<file path="src/hw/rtl/deq_pkg.sv">
// Package with the request and response types and codes of the double-ended queue.
package deq_pkg;

  localparam int DefaultDepth = 64;
  localparam int DataWidth    = 16;
  localparam int PosWidth     = 7;
  localparam int LenWidth     = 7;

  typedef enum logic [2:0] {
    OP_PUSH_FRONT = 3'd0,
    OP_PUSH_BACK  = 3'd1,
    OP_POP_FRONT  = 3'd2,
    OP_POP_BACK   = 3'd3,
    OP_READ       = 3'd4
  } op_t;

  typedef enum logic [1:0] {
    ST_OK    = 2'd0,
    ST_EMPTY = 2'd1,
    ST_FULL  = 2'd2,
    ST_RANGE = 2'd3
  } status_t;

  typedef enum logic [1:0] {
    SEL_NONE,
    SEL_FRONT,
    SEL_BACK,
    SEL_READ
  } sel_t;

  typedef enum logic {
    S_IDLE,
    S_EXEC
  } state_t;

  typedef struct packed {
    op_t                         op;
    logic signed [DataWidth-1:0] value;
    logic [PosWidth-1:0]         position;
  } req_t;

  typedef struct packed {
    logic signed [DataWidth-1:0] front_value;
    logic signed [DataWidth-1:0] back_value;
    logic signed [DataWidth-1:0] read_value;
    logic [LenWidth-1:0]         length;
    logic                        is_empty;
    status_t                     status;
  } rsp_t;

endpackage

</file>
<file path="src/hw/rtl/double_ended_queue.sv">
// Top level of the double-ended queue: control, head and count registers, response register.
//
// A request on the req channel carries an operation (push front, push back, pop front,
// pop back, read at a 1-based position), a value and a position. Each request yields
// exactly one response on the rsp channel with the front and back values, the value
// read, the length, an empty flag and a status. Failed requests change nothing.
// A request is taken when req_valid is high and req_stall is low; a response is taken
// when rsp_valid is high and rsp_stall is low.
// A request is accepted in S_IDLE, where it writes or reads the ring store, and is
// completed in S_EXEC, which uses the registered read data to form the response. The
// registered store read sets this, so no new request is taken until the response
// of the last one is loaded into the output register, which S_EXEC does once that
// register is free. The front and back elements are also kept in registers, so a
// request needs at most one store access.
// While the receiver stalls, the response register holds; a new request is still
// taken and completes as soon as the register frees up.
// Synchronous reset empties the queue and clears all handshakes; the store itself
// is not cleared and needs no clearing pass.
module double_ended_queue
  import deq_pkg::*;
#(
  parameter int DEPTH = DefaultDepth
) (
  input  logic clk,
  input  logic rst,
  input  logic req_valid,
  output logic req_stall,
  input  req_t req,
  output logic rsp_valid,
  input  logic rsp_stall,
  output rsp_t rsp
);

  localparam int AW = $clog2(DEPTH);
  localparam int CW = $clog2(DEPTH + 1);
  localparam int PW = (CW > PosWidth) ? CW : PosWidth;
  localparam logic [CW-1:0] Full = CW'(DEPTH);
  localparam logic [AW-1:0] LastSlot = AW'(DEPTH - 1);

  state_t                      state, state_next;
  logic [AW-1:0]               head, head_next;
  logic [CW-1:0]               count, count_next;
  logic signed [DataWidth-1:0] front, front_next;
  logic signed [DataWidth-1:0] back, back_next;
  status_t                     pend_status, pend_status_next;
  sel_t                        pend_sel, pend_sel_next;
  rsp_t                        rsp_next;
  logic                        rsp_valid_next;

  logic                        accept;
  logic                        load;
  logic                        we;
  logic [AW-1:0]               waddr;
  logic                        re;
  logic [AW-1:0]               raddr;
  logic signed [DataWidth-1:0] rdata;
  logic [PW-1:0]               pos_ext;
  logic                        pos_ok;

  function automatic logic [AW-1:0] slot(input logic [AW-1:0] base, input logic [AW-1:0] ofs);
    logic [AW:0] s;
    s = {1'b0, base} + {1'b0, ofs};
    if (s >= (AW + 1)'(DEPTH)) begin
      s = s - (AW + 1)'(DEPTH);
    end
    return s[AW-1:0];
  endfunction

  deq_store #(
    .DEPTH(DEPTH),
    .AW   (AW)
  ) u_store (
    .clk  (clk),
    .we   (we),
    .waddr(waddr),
    .wdata(req.value),
    .re   (re),
    .raddr(raddr),
    .rdata(rdata)
  );

  assign req_stall = (state != S_IDLE);
  assign accept    = req_valid && !req_stall;
  assign load      = (state == S_EXEC) && (!rsp_valid || !rsp_stall);
  assign pos_ext   = PW'(req.position);
  assign pos_ok    = (pos_ext != '0) && (pos_ext <= PW'(count));

  always_comb begin
    state_next       = state;
    head_next        = head;
    count_next       = count;
    front_next       = front;
    back_next        = back;
    pend_status_next = pend_status;
    pend_sel_next    = pend_sel;
    rsp_next         = rsp;
    rsp_valid_next   = rsp_valid && rsp_stall;
    we               = 1'b0;
    waddr            = head;
    re               = 1'b0;
    raddr            = head;
    unique case (state)
      S_IDLE: begin
        if (accept) begin
          state_next       = S_EXEC;
          pend_status_next = ST_OK;
          pend_sel_next    = SEL_NONE;
          case (req.op)
            OP_PUSH_FRONT: begin
              if (count >= Full) begin
                pend_status_next = ST_FULL;
              end else begin
                head_next  = (head == '0) ? LastSlot : head - AW'(1);
                we         = 1'b1;
                waddr      = head_next;
                count_next = count + CW'(1);
                front_next = req.value;
                if (count == '0) begin
                  back_next = req.value;
                end
              end
            end
            OP_PUSH_BACK: begin
              if (count >= Full) begin
                pend_status_next = ST_FULL;
              end else begin
                we         = 1'b1;
                waddr      = slot(head, AW'(count));
                count_next = count + CW'(1);
                back_next  = req.value;
                if (count == '0) begin
                  front_next = req.value;
                end
              end
            end
            OP_POP_FRONT: begin
              if (count == '0) begin
                pend_status_next = ST_EMPTY;
              end else begin
                head_next  = slot(head, AW'(1));
                count_next = count - CW'(1);
                if (count > CW'(1)) begin
                  re            = 1'b1;
                  raddr         = head_next;
                  pend_sel_next = SEL_FRONT;
                end
              end
            end
            OP_POP_BACK: begin
              if (count == '0) begin
                pend_status_next = ST_EMPTY;
              end else begin
                count_next = count - CW'(1);
                if (count > CW'(1)) begin
                  re            = 1'b1;
                  raddr         = slot(head, AW'(count - CW'(2)));
                  pend_sel_next = SEL_BACK;
                end
              end
            end
            OP_READ: begin
              if (!pos_ok) begin
                pend_status_next = ST_RANGE;
              end else begin
                re            = 1'b1;
                raddr         = slot(head, AW'(pos_ext - PW'(1)));
                pend_sel_next = SEL_READ;
              end
            end
            default: begin
            end
          endcase
        end
      end
      S_EXEC: begin
        if (load) begin
          state_next = S_IDLE;
          if (pend_sel == SEL_FRONT) begin
            front_next = rdata;
          end
          if (pend_sel == SEL_BACK) begin
            back_next = rdata;
          end
          rsp_valid_next       = 1'b1;
          rsp_next.front_value = (count == '0) ? '0 : front_next;
          rsp_next.back_value  = (count == '0) ? '0 : back_next;
          rsp_next.read_value  = (pend_sel == SEL_READ) ? rdata : '0;
          rsp_next.length      = LenWidth'(count);
          rsp_next.is_empty    = (count == '0);
          rsp_next.status      = pend_status;
        end
      end
      default: begin
        state_next = S_IDLE;
      end
    endcase
  end

  always_ff @(posedge clk) begin
    if (rst) begin
      state     <= S_IDLE;
      head      <= '0;
      count     <= '0;
      rsp_valid <= 1'b0;
    end else begin
      state     <= state_next;
      head      <= head_next;
      count     <= count_next;
      rsp_valid <= rsp_valid_next;
    end
  end

  always_ff @(posedge clk) begin
    front       <= front_next;
    back        <= back_next;
    pend_status <= pend_status_next;
    pend_sel    <= pend_sel_next;
    rsp         <= rsp_next;
  end

endmodule

</file>
<file path="src/hw/rtl/deq_store.sv">
// Ring store of the double-ended queue: one write port and one registered read port.
module deq_store
  import deq_pkg::*;
#(
  parameter int DEPTH = DefaultDepth,
  parameter int AW    = $clog2(DEPTH)
) (
  input  logic                        clk,
  input  logic                        we,
  input  logic [AW-1:0]               waddr,
  input  logic signed [DataWidth-1:0] wdata,
  input  logic                        re,
  input  logic [AW-1:0]               raddr,
  output logic signed [DataWidth-1:0] rdata
);

  logic signed [DataWidth-1:0] mem [DEPTH];

  always_ff @(posedge clk) begin
    if (we) begin
      mem[waddr] <= wdata;
    end
  end

  always_ff @(posedge clk) begin
    if (re) begin
      rdata <= mem[raddr];
    end
  end

endmodule

</file>
<file path="config.mk">
export PLATFORM = sky130hd
export DESIGN_NAME = double_ended_queue
export DESIGN_NICKNAME = d
export VERILOG_FILES = /design/src/hw/rtl/deq_pkg.sv /design/src/hw/rtl/double_ended_queue.sv /design/src/hw/rtl/deq_store.sv
export SDC_FILE = /design/constraint.sdc
export NUM_CORES = 2
export LEC_CHECK = 0
export BUFFER_PORTS_ARGS = -buffer_cell sky130_fd_sc_hd__buf_2
export CORE_ASPECT_RATIO = 2
export CORE_MARGIN = 4
export CORE_UTILIZATION = 56
export DETAILED_ROUTE_END_ITERATION = 10
export GPL_TIMING_DRIVEN = 0
export PLACE_DENSITY = 0.72
export SKIP_CTS_REPAIR_TIMING = 1
export SLEW_MARGIN = 25
export SYNTH_ARGS = -nofsm -noshare
export SYNTH_HDL_FRONTEND = slang
export SYNTH_SLANG_ARGS = --single-unit
</file>
<file path="constraint.sdc">
create_clock -name clk -period 6.97 [get_ports clk]
set_input_delay 0.3485 -clock clk [delete_from_list [all_inputs] [get_ports clk]]
set_output_delay 0.3485 -clock clk [all_outputs]
set_load 0.05 [all_outputs]
</file>
==> out/summary.txt <==
Fmax achieved: 152 MHz
Met1 wire length: 44000 microns
Synth unique cells: 75
FP Rows: 149
Hold Path Class: input port to flop
First-pass GRT wire length: 200000 microns
Synth Net Count: 3273
DRC: 0
Slew @ Worst Pin: 1.11 ns
Power, Total: 14.3 mW
Synth Register Bits: 1149
Max H-tree Level: 3
Worst clock skew: 0.0313 ns
Non-Filler Instances: 4563
Final Net Count: 3495
Routed wire per std cell: 30.8 microns
Gate Count Post-Synth: 3207
Area Overhead vs Synth: 11.9%
Status: finished, final reports clean
Post-DRT Antenna Nets: 0
Die area: 0.0886 sq mm
Seq/Total Area, Yosys: 73.3%
Number of synthesized flops with an enable pin: 1134
Main synth FF type: edfxtp_1
Post-DR vias/cell: 6.43
Dpl hpwl: 101000 microns
Clock Latency Late Sink: 0.71 ns
Share of post-route cells with drive strength above 1: 12.7%
CTS tree: built
Met3 wire len: 9310 microns
CP Capture Type: flop
CTS max path bufs: 3
Max_cap viols: 0
Initial antenna violation count: 1
I/O pin count: 90
Root Driver: clkbuf_16
Post-DP Area: 0.0493 sq mm
Slew Viols, Final: 0
# diodes: 0
Crit Path Class: flop to flop
Initial Util: 56.6%
Pwr dens: 274 mW/mm^2
Tot GR Track Use: 31.5%
Slew headroom: 26.2%
GR Overflow Total: 0
Die width: 212 microns
RSZ-0062 raised after global routing: false
Gpl congestion: 1.09
Final period utilization: 94.4%
Routed wl met2: 74200 microns
DR vias: 29400
Synth warnings: 0
Reg2Reg Setup Slack: 0.39 ns
Worst-path clk slew: 0.07 ns
CP Data Arrival Time: 7.02 ns
Largest net degree at the start of global routing: 66
Worst hold path cell count: 1
Asr flop ratio synth: 0%
Final hold slack: 0.0650 ns
Placed cells: 4385
DR iter-0 viols: 3233
Post-route cell area: 0.0524 sq mm
Final min period: 6.58 ns
Top layer in use: met4
# setup viols final: 0
Core Box Area: 0.0828 sq mm
Sink Count: 1149
Pleak: 18.6 nW
I/O Buffers: 89
Synth Cell Area: 0.0468 sq mm
Clock buffer count from CTS: 96
Vias in the first global route: 29900
Fillers: 6021
Die height: 417 microns
Syn avg cell area: 14.6 sq um
Drt first pass iters: 5
Critical path peak fanout: 10
Critical path required time: 7.41 ns
Cells on worst reg2reg path: 14
Routed wire length: 141000 microns
Startpoint Class: flop
Max IR drop VDD: 0.000239 V
Final Hold Vio Count: 0
==> path summary, 6_finish.rpt <==
path	startpoint	endpoint
worst min-delay path	req[13]	u_store.mem[45][6]
worst max-delay path	count[6]	u_store.rdata[14]
worst max register to register	count[6]	u_store.rdata[14]
worst min register to register	pend_status[1]	rsp[1]
==> through the flow <==
step	setup slack, ns	utilization (%)	setup TNS (ns)
detailed placement	0.513	59.6	0
global placement	-1.19	58.7	-37.71
CTS	0.495	63.3	0
global route	0.177	63.3	0
finish	0.388	63.3	0
floorplan	0.123	-	0
==> per-layer routing <==
layer | global-route usage (%) | vias to the layer above
li1 | - | 12700
met1 | 32.3 | 14600
met2 | 56.4 | 1582
met3 | 5.19 | 453
met4 | 24.0 | 0
met5 | 0 | -
==> cell families (layout without fill, tap and decap cells) <==
logic type	count (synthesis)	after routing	synth area share [%]
flops	1149	1149	73.3
simple gates	922	922	8.28
compound gates	576	576	8.45
mux	271	271	6.25
buf+inv	226	525	2.16
fa+ha+maj	36	36	1.01
xor+xnor	27	27	0.505
==> report_power, final <==
group | total [mW] | internal (mW) | switching, mW
Combinational | 1.30 | 0.338 | 0.960
Sequential | 7.71 | 7.68 | 0.0298
Clock | 5.34 | 2.85 | 2.49
==> placed cells by master, fill, tap and decap left out, drive strengths merged, types with 52 or more instances in the layout <==
master  instances
a21oi         185
a32oi          79
buf           218
clkbuf        214
edfxtp       1134
mux2i         251
nand2         557
nand3         102
nor2          169
o21ai          52
==> sequential cells by signal, indices dropped and copies added (netlist names) <==
register and count:
u_store.mem 1024, rsp 58, back 16, front 16, u_store.rdata 16, count 7
head 6, pend_sel 2, pend_status 2, req_stall 1, rsp_valid 1
==> worst max-delay path: stages (launching register included) <==
cell	delay, ns
dfxtp_1	0.34
clkbuf_1	0.46
inv_1	0.35
ha_1	0.42
nand4_1	0.12
or2_2	0.33
o21ai_1	0.23
nand3_1	0.31
o311ai_1	0.97
clkbuf_1	0.79
clkbuf_1	0.74
nand2_1	0.24
o211ai_1	0.32
o211ai_1	0.27
a32o_1	0.39
==> synth_stat cells, drive strengths merged (9+ instances only) <==
cell / n / area [sq um]
o21ai: 52 / 260
nand2: 557 / 2090
o2111ai: 15 / 131
nand4: 24 / 150
mux2i: 251 / 2510
o211ai: 34 / 255
clkbuf: 102 / 383
a211oi: 47 / 353
o221ai: 16 / 140
dfxtp: 15 / 300
nor3: 19 / 106
xnor2: 21 / 184
nand3: 102 / 515
a31oi: 21 / 131
mux4: 17 / 383
a211o: 15 / 131
edfxtp: 1134 / 34100
inv: 27 / 101
a22oi: 34 / 260
a21oi: 185 / 926
a32oi: 79 / 692
a21o: 9 / 67.6
ha: 33 / 413
and3: 18 / 118
a221oi: 36 / 322
nor2: 169 / 647
buf: 97 / 525
==> final cells by class <==
cell class	count	area (sq um)	area share (%)
buffer	199	910	1.74
clock buffer	112	2460	4.70
clock inverter	63	599	1.14
inverter	27	101	0.193
multi-input combinational	1832	11700	22.3
sequential	1149	34400	65.6
tap	1057	1320	2.52
timing repair buffer	124	980	1.87
No activity file was read; power rests on OpenSTA's default activity.
